**src/gcf_pkg.sv**
```systemverilog
// ----------------------------------------------------------------------------
// gcf_pkg
// Shared types, constants and the tanh table of the ground contact force block.
// ----------------------------------------------------------------------------
package gcf_pkg;

  localparam logic [47:0] FORCE_MAX = 48'h7FFF_FFFF_FFFF;
  localparam logic [47:0] FORCE_MIN = 48'h8000_0000_0000;

  typedef enum logic [1:0] {
    REG_STIFFNESS   = 2'd0,
    REG_DISSIPATION = 2'd1,
    REG_FRICTION    = 2'd2,
    REG_SCALE       = 2'd3
  } cfg_reg_t;

  localparam logic [31:0] STIFFNESS_RST   = 32'd50000000;
  localparam logic [23:0] DISSIPATION_RST = 24'd65536;
  localparam logic [19:0] FRICTION_RST    = 20'd65536;
  localparam logic [23:0] SCALE_RST       = 24'd3277;

  typedef struct packed {
    logic [31:0] stiffness;
    logic [23:0] dissipation;
    logic [19:0] friction;
    logic [23:0] scale;
  } cfg_t;

  // round(tanh(k/4) * 2^16), last entry full scale
  function automatic logic [16:0] tanh_tab(input logic [4:0] idx);
    logic [16:0] val;
    case (idx)
      5'd0:    val = 17'd0;
      5'd1:    val = 17'd16051;
      5'd2:    val = 17'd30285;
      5'd3:    val = 17'd41625;
      5'd4:    val = 17'd49912;
      5'd5:    val = 17'd55593;
      5'd6:    val = 17'd59320;
      5'd7:    val = 17'd61694;
      5'd8:    val = 17'd63179;
      5'd9:    val = 17'd64096;
      5'd10:   val = 17'd64659;
      5'd11:   val = 17'd65003;
      5'd12:   val = 17'd65212;
      5'd13:   val = 17'd65339;
      5'd14:   val = 17'd65417;
      5'd15:   val = 17'd65464;
      5'd16:   val = 17'd65492;
      default: val = 17'd65536;
    endcase
    return val;
  endfunction

endpackage

```
**src/gcf_friction.sv**
```systemverilog
// ----------------------------------------------------------------------------
// gcf_friction
// Aligns the normal force with the friction gain, forms the friction force
// and drives the output register.
// ----------------------------------------------------------------------------
module gcf_friction import gcf_pkg::*; (
  input  logic        clk,
  input  logic        en,
  input  logic [47:0] normal,
  input  logic        nsat,
  input  logic [36:0] gain,
  input  logic        vneg,
  output logic [47:0] normal_force,
  output logic [47:0] friction_force,
  output logic        saturated
);

  localparam int DLY = 5;
  localparam logic [52:0] MAG_LIM = 53'h8000_0000_0000;

  logic [47:0] nd   [0:DLY-1];
  logic        sd   [0:DLY-1];

  logic [47:0] an;
  logic [60:0] f1_a, f1_b;
  logic [47:0] f1_n;
  logic        f1_neg, f1_sat;

  logic [84:0] total;
  logic [52:0] mag;

  assign an    = nd[DLY-1][47] ? 48'd0 - nd[DLY-1] : nd[DLY-1];
  assign total = {f1_a, 24'b0} + {24'b0, f1_b};
  assign mag   = total[84:32];

  always_ff @(posedge clk) begin
    if (en) begin
      nd[0] <= normal;
      sd[0] <= nsat;
      for (int i = 1; i < DLY; i++) begin
        nd[i] <= nd[i-1];
        sd[i] <= sd[i-1];
      end

      f1_a   <= {24'b0, gain} * {37'b0, an[47:24]};
      f1_b   <= {24'b0, gain} * {37'b0, an[23:0]};
      f1_n   <= nd[DLY-1];
      f1_neg <= vneg != nd[DLY-1][47];
      f1_sat <= sd[DLY-1];

      normal_force <= f1_n;
      if (f1_neg) begin
        friction_force <= (mag > MAG_LIM) ? FORCE_MIN : 48'd0 - mag[47:0];
        saturated      <= f1_sat || (mag > MAG_LIM);
      end else begin
        friction_force <= (mag >= MAG_LIM) ? FORCE_MAX : mag[47:0];
        saturated      <= f1_sat || (mag >= MAG_LIM);
      end
    end
  end

endmodule

```
**config.mk**
```make
export PLATFORM = sky130hd
export DESIGN_NAME = gcf_friction
export DESIGN_NICKNAME = d
export VERILOG_FILES = /design/src/gcf_pkg.sv /design/src/gcf_friction.sv
export SDC_FILE = /design/constraint.sdc
export NUM_CORES = 2
export LEC_CHECK = 0
export ABC_AREA = 1
export BUFFER_PORTS_ARGS = -buffer_cell sky130_fd_sc_hd__buf_2
export CORE_ASPECT_RATIO = 1.25
export CORE_MARGIN = 2
export CORE_UTILIZATION = 35
export DETAILED_ROUTE_END_ITERATION = 10
export PLACE_DENSITY = 0.53
export SYNTH_ARGS = -nofsm -noshare
export SYNTH_HDL_FRONTEND = slang
export SYNTH_SLANG_ARGS = --single-unit
```
**constraint.sdc**
```tcl
create_clock -name clk -period 17.4 [get_ports clk]
set_input_delay 3.48 -clock clk [delete_from_list [all_inputs] [get_ports clk]]
set_output_delay 3.48 -clock clk [all_outputs]
set_load 0.01 [all_outputs]
```
Word-level counts from Yosys, hierarchy flattened. Memory sizes are Yosys's and may differ from the RTL's. A register that Yosys moved wholly into a read port is not among the register bits. Cells that the tools add are included.

Register bits after elaboration: 268. Bits in writable memories: 245. Bits of input ports: 89. Output and inout port bits: 97. Word-level logic and storage cells: 26. Memories kept: 2.

Add/sub/neg operators: 3. Multipliers: 2. $lt $le $gt $ge: 2. Eq/ne operators: 1. Muxes and demuxes: 7. Reductions and logical operators: 2.

Memories: nd (depth 5, width 48, read ports 5, clocked after Yosys merged registers in 0, wr ports 5, RTL line gcf_friction.sv:21) `logic [47:0] nd [0:DLY-1];`; sd (depth 5, width 1, read ports 5, clocked after Yosys merged registers in 1, wr ports 5, RTL line gcf_friction.sv:22) `logic sd [0:DLY-1];`.

Operators with widths (number): 2-to-1 mux 48 bit (4); multiplier 37 x 24 -> 61 bit (2); subtractor 1 x 48 -> 48 bit (first input constant) (2); adder 85 x 61 -> 85 bit (1); >= comparator 53 x 48 -> 1 bit (second input constant) (1); > comparator 53 x 48 -> 1 bit (second input constant) (1); 2-to-1 mux 1 bit (3); logical OR 1 bit (2); inequality test 1 bit (1).

Depth between registers and ports, before layout.
Depth in word-level cells: 4. Gate-level depth with buffers: 45.

Worst setup path after synthesis. OpenSTA, ideal clock, no wires.

Kind: input port to flip-flop. From: input port gain[32]. To: register f1_a[58] (data pin). Setup time: 0.262 ns. Arrival time: 9.451 ns. Data required time: 17.138 ns. Slack: 7.686 ns. Cell stages on the path: 26. Path buffers: 2. Cell sequence: clkbuf_1 -> inv_1 -> clkbuf_1 -> nor2_1 -> fa_1 -> fa_1 -> inv_1 -> fa_1 -> fa_1 -> inv_1 -> fa_1 -> fa_1 -> inv_1 -> fa_1 -> inv_1 -> ha_1 -> nand2_1 -> nor2_1 -> inv_1 -> nor2_1 -> and3_1 -> a21oi_1 -> o21a_1 -> o21ai_0 -> a21oi_1 -> xor2_1.

Cells in the longest elaborated chain, start to end: 1.

RTL lines: start: declaration (RTL line gcf_friction.sv:11) `input logic [36:0] gain,`; multiplier 37 x 24 -> 61 bit (RTL line gcf_friction.sv:45) `f1_a <= {24'b0, gain} * {37'b0, an[47:24]};`; end signal: assignment (RTL line gcf_friction.sv:45); end: declaration (RTL line gcf_friction.sv:25) `logic [60:0] f1_a, f1_b;`.

Every way passes these cells. A chain may end at the register's enable or synchronous reset.

Worst setup path in the final report.
From: input port gain[14]. To: register f1_b[53] (data pin).

Cells in the longest elaborated chain, start to end: 1.

RTL lines: multiplier 37 x 24 -> 61 bit (RTL line gcf_friction.sv:46) `f1_b <= {24'b0, gain} * {37'b0, an[23:0]};`; end signal: assignment (RTL line gcf_friction.sv:46); end: declaration (RTL line gcf_friction.sv:25).

Every way passes these cells.

==> impl_metrics.json <==
{
  "status": "completed",
  "worstPathRequired_ns": 17.85,
  "synthAdderAreaFrac_pct": 45.6,
  "clkTransAtPathRegs_ns": 0.06,
  "maxSlewViolCount": 0,
  "fin_tns_setup_ns": 0,
  "numCtsBuffers": 55,
  "synthMuxAreaShare_pct": 0,
  "grt_overflow": 0,
  "dominantRegCellSynth": "edfxtp_1",
  "async_reset_ff_share_pct": 0,
  "synth.distinct_cells": 60,
  "cts_max_level": 2,
  "hold_violations": 0,
  "drc_errors": 0,
  "coreArea_mm2": 0.223,
  "cts_root_buffer": "clkbuf_16",
  "grt_pass1_wl_um": 426000,
  "antenna_found_initial": 10,
  "num_vias": 60755,
  "avgSynthCellArea_um2": 8.57,
  "worst_pin_slew_ns": 1.30,
  "synth_top_family_by_area": "adder cells",
  "drt_iter0_drc": 3897,
  "hold_class": "reg2reg",
  "fp.dieH_um": 534,
  "synth_simple_gate_area_share_pct": 17.7,
  "seqCellArea_mm2": 0.0147,
  "slowest_delay_ns": 1.14,
  "worstPathArrival_ns": 12.53,
  "place.gp.congestion": 0.975,
  "cp_common_cell": "fa_1",
  "grtUsageTotal_pct": 25.5,
  "clkSinkCount": 490,
  "viasPerCell": 4.99,
  "area.growth.synth_to_final_pct": 7.92,
  "critPathKind": "in2reg",
  "yosys-top-cells-area": "fa_1 39%, edfxtp_1 19%, inv_1 11%",
  "drtAntennaViolNets": 0,
  "synth-compound-area-share_pct": 3.42,
  "ys_seq_elements": 490,
  "multi_input_area_mm2": 0.0541,
  "dieWidth_um": 428,
  "cts_tree": "yes",
  "clock.fmax_mhz": 82.8,
  "rsz0062_at_grt": "false",
  "endpoint_kind": "flip-flop",
  "synth_fp_nets": 11195,
  "yosys_warnings": 0,
  "grt_max_degree": 193,
  "cts.path.max_buffers": 3,
  "period_share_pct": 69.4,
  "crit_chain": "buf_2, buf_4, clkinv_1, nor2_1, fa_1, fa_1, fa_1, fa_1, fa_1, fa_1, inv_1, fa_1, inv_1, ha_1, nand2_1, nor2_1, inv_1, nor3_1, nand3b_1, o211ai_1, nand3_1, nand3_1, xor2_1",
  "hpwl_um": 230000,
  "post_drt_wl_per_cell_um": 23.7,
  "clock_skew_ns": 0.0759,
  "yosysTopAreaCellShare_pct": 39.1,
  "maxCapViolCount": 0,
  "syn-cell-area_mm2": 0.0785,
  "clk-insertion-delay-late_ns": 0.73,
  "finalSetupViolations": 0,
  "final_cell_mix": "2216 x inv_1, 2071 x nand2_1, 1535 x fa_1",
  "syn-instance-count": 9163,
  "synth_xor_area_share_pct": 1.78,
  "seq_area_frac_synth_pct": 18.7,
  "die_area_mm2": 0.228,
  "crit_slowest_cell": "clkinv_1",
  "finalCriticalPeriod_ns": 12.08,
  "pin_count": 186,
  "crit_fanout": 32,
  "synth_edf_count": 490,
  "post_cts_buffers": 0,
  "hold_buffers": 0,
  "relSlewSlack_pct": 13.0,
  "rows": 194,
  "cts_resized": 0,
  "nFillCells": 23007,
  "firstDrtPassIters": 8,
  "portBuffers": 185,
  "setup.worst_path.start_class": "input port",
  "first_global_vias": 65904,
  "initial_core_util_pct": 35.2,
  "drive_above_1_share_pct": 5.72,
  "nets": 11214,
  "routed_wl_um": 288000,
  "final_common_cell": "inv_1",
  "yosysTopAreaCell": "fa_1"
}
[worst max-delay path: cells and delay by family]
kind / cells / cell delay (ns)
and+or+nand+nor: 7 / 2.00
buffers and inverters: 6 / 1.92
adders and majority gates: 8 / 3.96
xor gates and xnor gates: 1 / 0.32
AOI/OAI and AO/OA: 1 / 0.80
[cells in the mapped netlist (34+ instances only)]
cell	count
a31oi_1	34
nand4_1	49
nand2_1	2075
xor2_1	126
nor2_1	970
o21ai_0	149
inv_1	2217
clkinv_1	41
nor3_1	43
fa_1	1535
a21oi_1	223
ha_1	408
nand3_1	193
edfxtp_1	490
clkbuf_1	302
[sequential cells by signal (all words and copies together) (netlist names)]
signal and count:
f1_sat 1, f1_n 48, sd 5, f1_a 61, saturated 1, normal_force 48, nd 240, f1_b 37
f1_neg 1, friction_force 48
[through the flow]
step	hold WS (ns)	area (um^2)	worst slack, ns	instances	util [%]
2_1_floorplan	0.400	78500	7.69	9163	-
3_3_place_gp	0.400	82900	4.85	12065	37.1
3_5_place_dp	0.405	82900	4.85	12065	37.1
4_1_cts	0.379	84700	5.52	12169	37.9
5_1_grt	0.393	84700	5.25	12169	37.9
6_report	0.389	84700	5.32	12170	37.9
[cell type report]
class	instances	area share, %
diodes	1	0.00295
clock buffers	67	1.68
clock inverters	37	0.495
inverters	2287	10.1
multi-input cells	6046	63.8
flip-flops and latches	490	17.4
well taps	2940	4.34
repair buffers	302	2.16
[cells by family (layout without fill, tap and decap cells)]
group | after synthesis | in the layout
AO/OA/AOI/OAI | 486 | 486
XOR/XNOR | 158 | 158
adder cells (fa/ha/maj) | 1943 | 1943
flip-flops | 490 | 490
buffers and inverters | 2627 | 2693
other | 0 | 1
AND/OR/NAND/NOR | 3459 | 3459
[routing by layer]
| metal | GRT usage, % | wire length, um | vias up |
|---|---|---|---|
| met1 | 29.8 | 108000 | 31051 |
| met3 | 3.47 | 16600 | 613 |
| met5 | 0 | 104 | - |
| li1 | - | - | 26936 |
| met4 | 14.0 | 19500 | 16 |
| met2 | 44.9 | 144000 | 2139 |
[path summary, 6_finish.rpt]
check	start	endpoint	slack (ns)	cells past startpoint
worst max register to register	nd[0][192]	f1_b[53]	6.42	36
worst max-delay path	gain[14]	f1_b[53]	5.32	23
worst min register to register	nd[0][107]	nd[0][155]	0.39	0
worst min-delay path	nd[0][107]	nd[0][155]	0.39	0
Power is left out: the tool's default activity adds up to more than one toggle a clock period on the data nets, which glitch-free logic cannot reach.
