`config.mk`:
```
export PLATFORM = sky130hd
export DESIGN_NAME = gcf_tanh
export DESIGN_NICKNAME = d
export VERILOG_FILES = /design/src/gcf_pkg.sv /design/src/gcf_tanh.sv
export SDC_FILE = /design/constraint.sdc
export NUM_CORES = 2
export LEC_CHECK = 0
export ABC_AREA = 0
export BUFFER_PORTS_ARGS = -buffer_cell sky130_fd_sc_hd__buf_2
export CAP_MARGIN = 40
export CORE_UTILIZATION = 25
export CTS_CLUSTER_DIAMETER = 100
export DETAILED_ROUTE_END_ITERATION = 8
export SETUP_SLACK_MARGIN = 0.3
export SYNTH_ARGS = -nofsm -noshare
export SYNTH_HDL_FRONTEND = slang
export SYNTH_SLANG_ARGS = --single-unit
```
`constraint.sdc`:
```
create_clock -name clk -period 12.1 [get_ports clk]
set_input_delay 2.42 -clock clk [delete_from_list [all_inputs] [get_ports clk]]
set_output_delay 2.42 -clock clk [all_outputs]
set_load 0.005 [all_outputs]
```
`src/gcf_pkg.sv`:
```
// ----------------------------------------------------------------------------
// gcf_pkg
// Shared types, constants and the tanh table of the ground contact force block.
// ----------------------------------------------------------------------------
package gcf_pkg;

  localparam logic [47:0] FORCE_MAX = 48'h7FFF_FFFF_FFFF;
  localparam logic [47:0] FORCE_MIN = 48'h8000_0000_0000;

  typedef enum logic [1:0] {
    REG_STIFFNESS   = 2'd0,
    REG_DISSIPATION = 2'd1,
    REG_FRICTION    = 2'd2,
    REG_SCALE       = 2'd3
  } cfg_reg_t;

  localparam logic [31:0] STIFFNESS_RST   = 32'd50000000;
  localparam logic [23:0] DISSIPATION_RST = 24'd65536;
  localparam logic [19:0] FRICTION_RST    = 20'd65536;
  localparam logic [23:0] SCALE_RST       = 24'd3277;

  typedef struct packed {
    logic [31:0] stiffness;
    logic [23:0] dissipation;
    logic [19:0] friction;
    logic [23:0] scale;
  } cfg_t;

  // round(tanh(k/4) * 2^16), last entry full scale
  function automatic logic [16:0] tanh_tab(input logic [4:0] idx);
    logic [16:0] val;
    case (idx)
      5'd0:    val = 17'd0;
      5'd1:    val = 17'd16051;
      5'd2:    val = 17'd30285;
      5'd3:    val = 17'd41625;
      5'd4:    val = 17'd49912;
      5'd5:    val = 17'd55593;
      5'd6:    val = 17'd59320;
      5'd7:    val = 17'd61694;
      5'd8:    val = 17'd63179;
      5'd9:    val = 17'd64096;
      5'd10:   val = 17'd64659;
      5'd11:   val = 17'd65003;
      5'd12:   val = 17'd65212;
      5'd13:   val = 17'd65339;
      5'd14:   val = 17'd65417;
      5'd15:   val = 17'd65464;
      5'd16:   val = 17'd65492;
      default: val = 17'd65536;
    endcase
    return val;
  endfunction

endpackage

```
`src/gcf_tanh.sv`:
```
// ----------------------------------------------------------------------------
// gcf_tanh
// Friction gain pipeline: |v| / scale by a pipelined restoring divider,
// tanh table interpolation, product with the friction coefficient.
// Fifteen register stages.
// ----------------------------------------------------------------------------
module gcf_tanh import gcf_pkg::*; (
  input  logic               clk,
  input  logic               en,
  input  cfg_t               cfg,
  input  logic signed [31:0] sliding_velocity,
  output logic        [36:0] gain,
  output logic               vneg
);

  localparam int DIV_STAGES = 10;

  logic [31:0] t1_av;
  logic        t1_neg, t1_zero;

  logic [46:0] drem  [0:DIV_STAGES];
  logic [19:0] dq    [0:DIV_STAGES];
  logic        dfull [0:DIV_STAGES];
  logic        dzero [0:DIV_STAGES];
  logic        dneg  [0:DIV_STAGES];

  logic [16:0] ta_lo;
  logic [15:0] ta_diff;
  logic [13:0] ta_fr;
  logic        ta_big, ta_zero, ta_neg;
  logic [16:0] tb_t;
  logic        tb_neg;

  logic [4:0]  idx;
  logic [16:0] lo, hi;
  logic [29:0] slope;

  always_ff @(posedge clk) begin
    if (en) begin
      t1_av   <= sliding_velocity[31] ? 32'd0 - sliding_velocity : sliding_velocity;
      t1_neg  <= sliding_velocity[31];
      t1_zero <= sliding_velocity == 32'sd0;

      drem[0]  <= {t1_av, 15'b0};
      dq[0]    <= 20'd0;
      dfull[0] <= t1_av >= {4'b0, cfg.scale, 4'b0};
      dzero[0] <= t1_zero;
      dneg[0]  <= t1_neg;
    end
  end

  for (genvar g = 0; g < DIV_STAGES; g++) begin : g_div
    localparam int B0 = 19 - 2*g;
    localparam int B1 = 18 - 2*g;
    logic [46:0] nr;
    logic [19:0] nq;
    always_comb begin
      nr = drem[g];
      nq = dq[g];
      if (nr >= ({23'b0, cfg.scale} << B0)) begin
        nr     = nr - ({23'b0, cfg.scale} << B0);
        nq[B0] = 1'b1;
      end
      if (nr >= ({23'b0, cfg.scale} << B1)) begin
        nr     = nr - ({23'b0, cfg.scale} << B1);
        nq[B1] = 1'b1;
      end
    end
    always_ff @(posedge clk) begin
      if (en) begin
        drem[g+1]  <= nr;
        dq[g+1]    <= nq;
        dfull[g+1] <= dfull[g];
        dzero[g+1] <= dzero[g];
        dneg[g+1]  <= dneg[g];
      end
    end
  end

  assign idx   = dq[DIV_STAGES][18:14];
  assign lo    = tanh_tab(idx);
  assign hi    = tanh_tab(5'(idx + 5'd1));
  assign slope = {14'b0, ta_diff} * {16'b0, ta_fr};

  always_ff @(posedge clk) begin
    if (en) begin
      ta_lo   <= lo;
      ta_diff <= 16'(hi - lo);
      ta_fr   <= dq[DIV_STAGES][13:0];
      ta_big  <= dfull[DIV_STAGES] || dq[DIV_STAGES][19] || (idx >= 5'd17);
      ta_zero <= dzero[DIV_STAGES];
      ta_neg  <= dneg[DIV_STAGES];

      if (ta_zero) begin
        tb_t <= 17'd0;
      end else if (ta_big) begin
        tb_t <= 17'd65536;
      end else begin
        tb_t <= ta_lo + {1'b0, slope[29:14]};
      end
      tb_neg <= ta_neg;

      gain <= {20'b0, tb_t} * {17'b0, cfg.friction};
      vneg <= tb_neg;
    end
  end

endmodule

```
Word-level counts from Yosys, hierarchy flattened. Memory sizes are Yosys's and may differ from the RTL's. A register that Yosys moved wholly into a read port is not among the register bits. Cells that the tools add are included.

Multiply operators: 2. Add/subtract/negate cells: 24. Reductions and logical operators: 4. Magnitude comparators: 22. Multiplexer cells: 44.

Operators with widths (number): 47-bit two-way mux (20); 47-bit by 24-bit >= comparator with 1-bit output (1); 47-bit by 25-bit >= comparator with 1-bit output (1); 47-bit by 26-bit >= comparator with 1-bit output (1); 47-bit by 27-bit >= comparator with 1-bit output (1); 47-bit by 28-bit >= comparator with 1-bit output (1); 47-bit by 29-bit >= comparator with 1-bit output (1); 47-bit by 30-bit >= comparator with 1-bit output (1); 47-bit by 31-bit >= comparator with 1-bit output (1); 47-bit by 32-bit >= comparator with 1-bit output (1); 47-bit by 33-bit >= comparator with 1-bit output (1); 47-bit by 34-bit >= comparator with 1-bit output (1); 47-bit by 35-bit >= comparator with 1-bit output (1); 47-bit by 36-bit >= comparator with 1-bit output (1); 47-bit by 37-bit >= comparator with 1-bit output (1); 47-bit by 38-bit >= comparator with 1-bit output (1); 47-bit by 39-bit >= comparator with 1-bit output (1); 47-bit by 40-bit >= comparator with 1-bit output (1); 47-bit by 41-bit >= comparator with 1-bit output (1); 47-bit by 42-bit >= comparator with 1-bit output (1); 47-bit by 43-bit >= comparator with 1-bit output (1); 47-bit by 24-bit subtractor with 47-bit output (1); 47-bit by 25-bit subtractor with 47-bit output (1); 47-bit by 26-bit subtractor with 47-bit output (1); 31 further kinds (53).

ROM bits: 1088. Memories kept: 7. Flip-flop bits (word level): 138. RAM bits: 770.

Memories: (name not given) (depth 32, bits a word 17, rd ports 1, clocked after Yosys merged registers in 0, write ports 0, RTL line gcf_pkg.sv:32) `case (idx)`; (name not given) (depth 32, bits a word 17, rd ports 1, clocked after Yosys merged registers in 0, write ports 0, RTL line gcf_pkg.sv:32); drem (depth 11, bits a word 47, rd ports 10, clocked after Yosys merged registers in 0, write ports 11, RTL line gcf_tanh.sv:21) `logic [46:0] drem [0:DIV_STAGES];`; dq (depth 11, bits a word 20, rd ports 11, clocked after Yosys merged registers in 0, write ports 11, RTL line gcf_tanh.sv:22) `logic [19:0] dq [0:DIV_STAGES];`; dfull (depth 11, bits a word 1, rd ports 11, clocked after Yosys merged registers in 0, write ports 11, RTL line gcf_tanh.sv:23) `logic dfull [0:DIV_STAGES];`; dneg (depth 11, bits a word 1, rd ports 11, clocked after Yosys merged registers in 1, write ports 11, RTL line gcf_tanh.sv:25) `logic dneg [0:DIV_STAGES];`; +1 memories.

Logic depth before layout (Yosys ltp).
Depth after elaboration: 4. Mapped depth: 35. Mapped depth without buffers: 34.

Least setup slack after synthesis. No wires, ideal clock.

Path kind: input-to-reg. From: input port cfg[1] (netlist name). To: memory drem[1][21] (data pin). Cell stages on the path: 27. Arrival time: 8882 ps. Setup slack: 2959 ps. Library setup time: 260 ps. Path through: inv_1 fa_1 a211oi_1 o21a_1 nor4_1 nor2_1 a21boi_0 o21bai_1 nand3_1 clkbuf_1 clkbuf_1 nand2_1 o21ai_0 inv_1 ha_1 nand2b_1 a21oi_1 nor3_1 o21ai_0 a2111oi_0 o31ai_1 o41ai_1 nand3_1 a311oi_1 nand4b_1 buf_1 mux2_2.

RTL lines: start, declared (RTL line gcf_tanh.sv:10) `input cfg_t cfg,`; end, declared (RTL line gcf_tanh.sv:21).

==> impl_metrics.ini <==
[outcome]
status = finished clean

[floorplanning]
core-area_um2 = 295000
rows = 199
io_pins = 172
die_w_um = 547
start_util_pct = 25.2
die_y_um = 547
die_area_um2 = 299000

[timing]
worst_pin_slew_ps = 969
fin_crit_sh_pct = 84.5
final.setup.tns_ps = 0
slew_headroom_pct = 35.4
finalCriticalPeriod_ps = 10220
max_freq_mhz = 97.8
drv_slew = 0
fin_worst_skew_ps = 51.8
hold_viol_final = 0
setup_viol = 0
rsz0062_at_grt = no

[cells_and_area]
nets = 9570
mostFrequentLayoutCells = 879 x nand2_1, 742 x ha_1, 702 x inv_1
final_util_pct = 28.0
drive_gt1_share_pct = 7.02
antenna_cells = 0
final_cell_count_no_fill = 12200
layout_commonest_cell = nand2_1
fillerInstances = 31300
area_growth_pct = 11.0

[clocking]
clk_pin_slew_ps = 60
tritoncts = yes
cts_setup_buffers = 0
cts_sinks = 652
worstSkewPairLatency_ps = 680
cts_hold_buf = 0
cts_buffers = 75
h-tree-depth = 3
cts_root_buffer = clkbuf_16
clockBufferDepth = 3
cts.repair.resized = 0

[worst_setup_path]
critPathMaxStageDelay_ps = 790
cp-start-kind = primary input
critical_path_arrival_ps = 10640
critPathRequiredTime_ps = 12520
worstSetupPathType = in -> reg
critical_path_peak_fanout = 39
crit_slowest_cell = a2111oi_0
end_kind = flip-flop

[drt]
routed_wl_mm = 200
wl_per_cell_um = 16.4
num_vias = 59600
drc = 0
drt-initial-drc-count = 4476
antenna_left = 0
drt_pass1_iterations = 6
viasPerCell = 4.88

[synth]
synth_ff_type = edfxtp_1
seq_area_frac_synth_pct = 26.4
synth_nets = 9524
avgSynthCellArea_um2 = 9.05
synth.distinct_cells = 100
syn_area_um2 = 74200
yosysWarningCount = 0
synthCells = 8200
synth.ff_latch_count = 652
async_flop_share_pct = 0
synth_edf_count = 652

[global_routing]
antenna_found_initial = 9
grt_use_total_pct = 13.1
grt_pass1_wl_mm = 318
grt_max_degree = 176
overflow = 0
grt_pass1_vias = 57200

[placement]
hpwl_mm = 155
dp_cells = 12100
port_buffers = 115
gp_congestion = 0.892

[job]
drv_cap = 0

[hold_path]
hp-class = reg -> reg
==> synth_stat cells (40+ instances only) <==
master | instances | area (µm²)
xnor2_1 | 443 | 3880
or2_2 | 44 | 275
o211ai_1 | 47 | 353
and3_1 | 42 | 263
edfxtp_1 | 652 | 19600
a21oi_1 | 604 | 3020
or3_1 | 75 | 469
inv_1 | 714 | 2680
nor4_1 | 75 | 469
o21ai_0 | 387 | 1940
fa_1 | 448 | 8970
mux2_2 | 147 | 1660
a21o_1 | 205 | 1540
and2_1 | 255 | 1600
a211oi_1 | 61 | 458
a31oi_1 | 45 | 282
nor2b_1 | 80 | 500
o21bai_1 | 62 | 465
nand2_1 | 879 | 3300
nor3_1 | 143 | 716
xor2_1 | 199 | 1740
nand3_1 | 140 | 701
clkbuf_1 | 203 | 762
o31ai_1 | 60 | 450
or4_1 | 40 | 300
ha_1 | 742 | 9280
o21a_1 | 119 | 893
nand4_1 | 105 | 657
nand2b_1 | 93 | 582
nor2_1 | 607 | 2280
==> stage by stage <==
stage               setup slack [ps]  hold WS (ps)  area, µm²
floorplan                       2960           400      74200
global placement                1320           401      79400
detailed placement              1440           405      79600
CTS                             2140           408      82300
global route                    1360           413      82300
finish                          1880           411      82300
==> kinds of logic after synthesis <==
family	Yosys count	synth area share (%)
compound gates	1887	16.2
flops	652	26.4
xor+xnor	643	7.60
mux	170	2.59
fa+ha+maj	1190	24.6
simple gates	2691	17.7
buf+inv	967	4.98
==> routing by layer <==
layer | global-route usage [%] | vias to the layer above | wire length, µm
li1 | - | 29200 | -
met1 | 18.1 | 28800 | 93800
met2 | 21.6 | 1456 | 91800
met3 | 1.88 | 200 | 11100
met4 | 2.44 | 6 | 3420
met5 | 0 | - | 42
==> path summary, 6_finish.rpt <==
kind,startpoint,endpoint,slack [ps],cells after the start
setup reg to reg,ta_diff[5]$_DFFE_PP_,tb_t[16]$_SDFFCE_PP0P_,3060,34
hold reg to reg,dfull[4]$_DFFE_PP_,dfull[5]$_DFFE_PP_,410,0
hold / removal,dfull[4]$_DFFE_PP_,dfull[5]$_DFFE_PP_,410,0
setup / recovery,cfg[1],drem[1][34]$_DFFE_PP_,1880,25
==> area by class of cell <==
class,count,area [µm²],area share [%]
clock buffer,81,1920,2.33
multi-input combinational,6581,50900,61.9
tap,3919,4900,5.96
clock inverter,57,752,0.913
sequential,652,19600,23.8
timing repair buffer,217,1560,1.89
inverter,719,2700,3.28
==> worst max-delay path: cells and delay by family <==
kind	cells	cell delay [ps]
AO/OA/AOI/OAI	11	4320
adder cells (fa/ha/maj)	2	880
buffers and inverters	4	1010
multiplexers	1	330
AND/OR/NAND/NOR	7	1640
==> state kept, by name (all words and copies together), names as in the netlist <==
name and count:
dfull 11, dneg 11, dq 110, drem 369, dzero 11, gain 37
t1_av 32, t1_neg 1, t1_zero 1, ta_big 1, ta_diff 16, ta_fr 14
ta_lo 17, ta_neg 1, ta_zero 1, tb_neg 1, tb_t 17, vneg 1
Power is not shown: default switching activity piles up to over one toggle a cycle in this logic, so the estimate is an artifact.
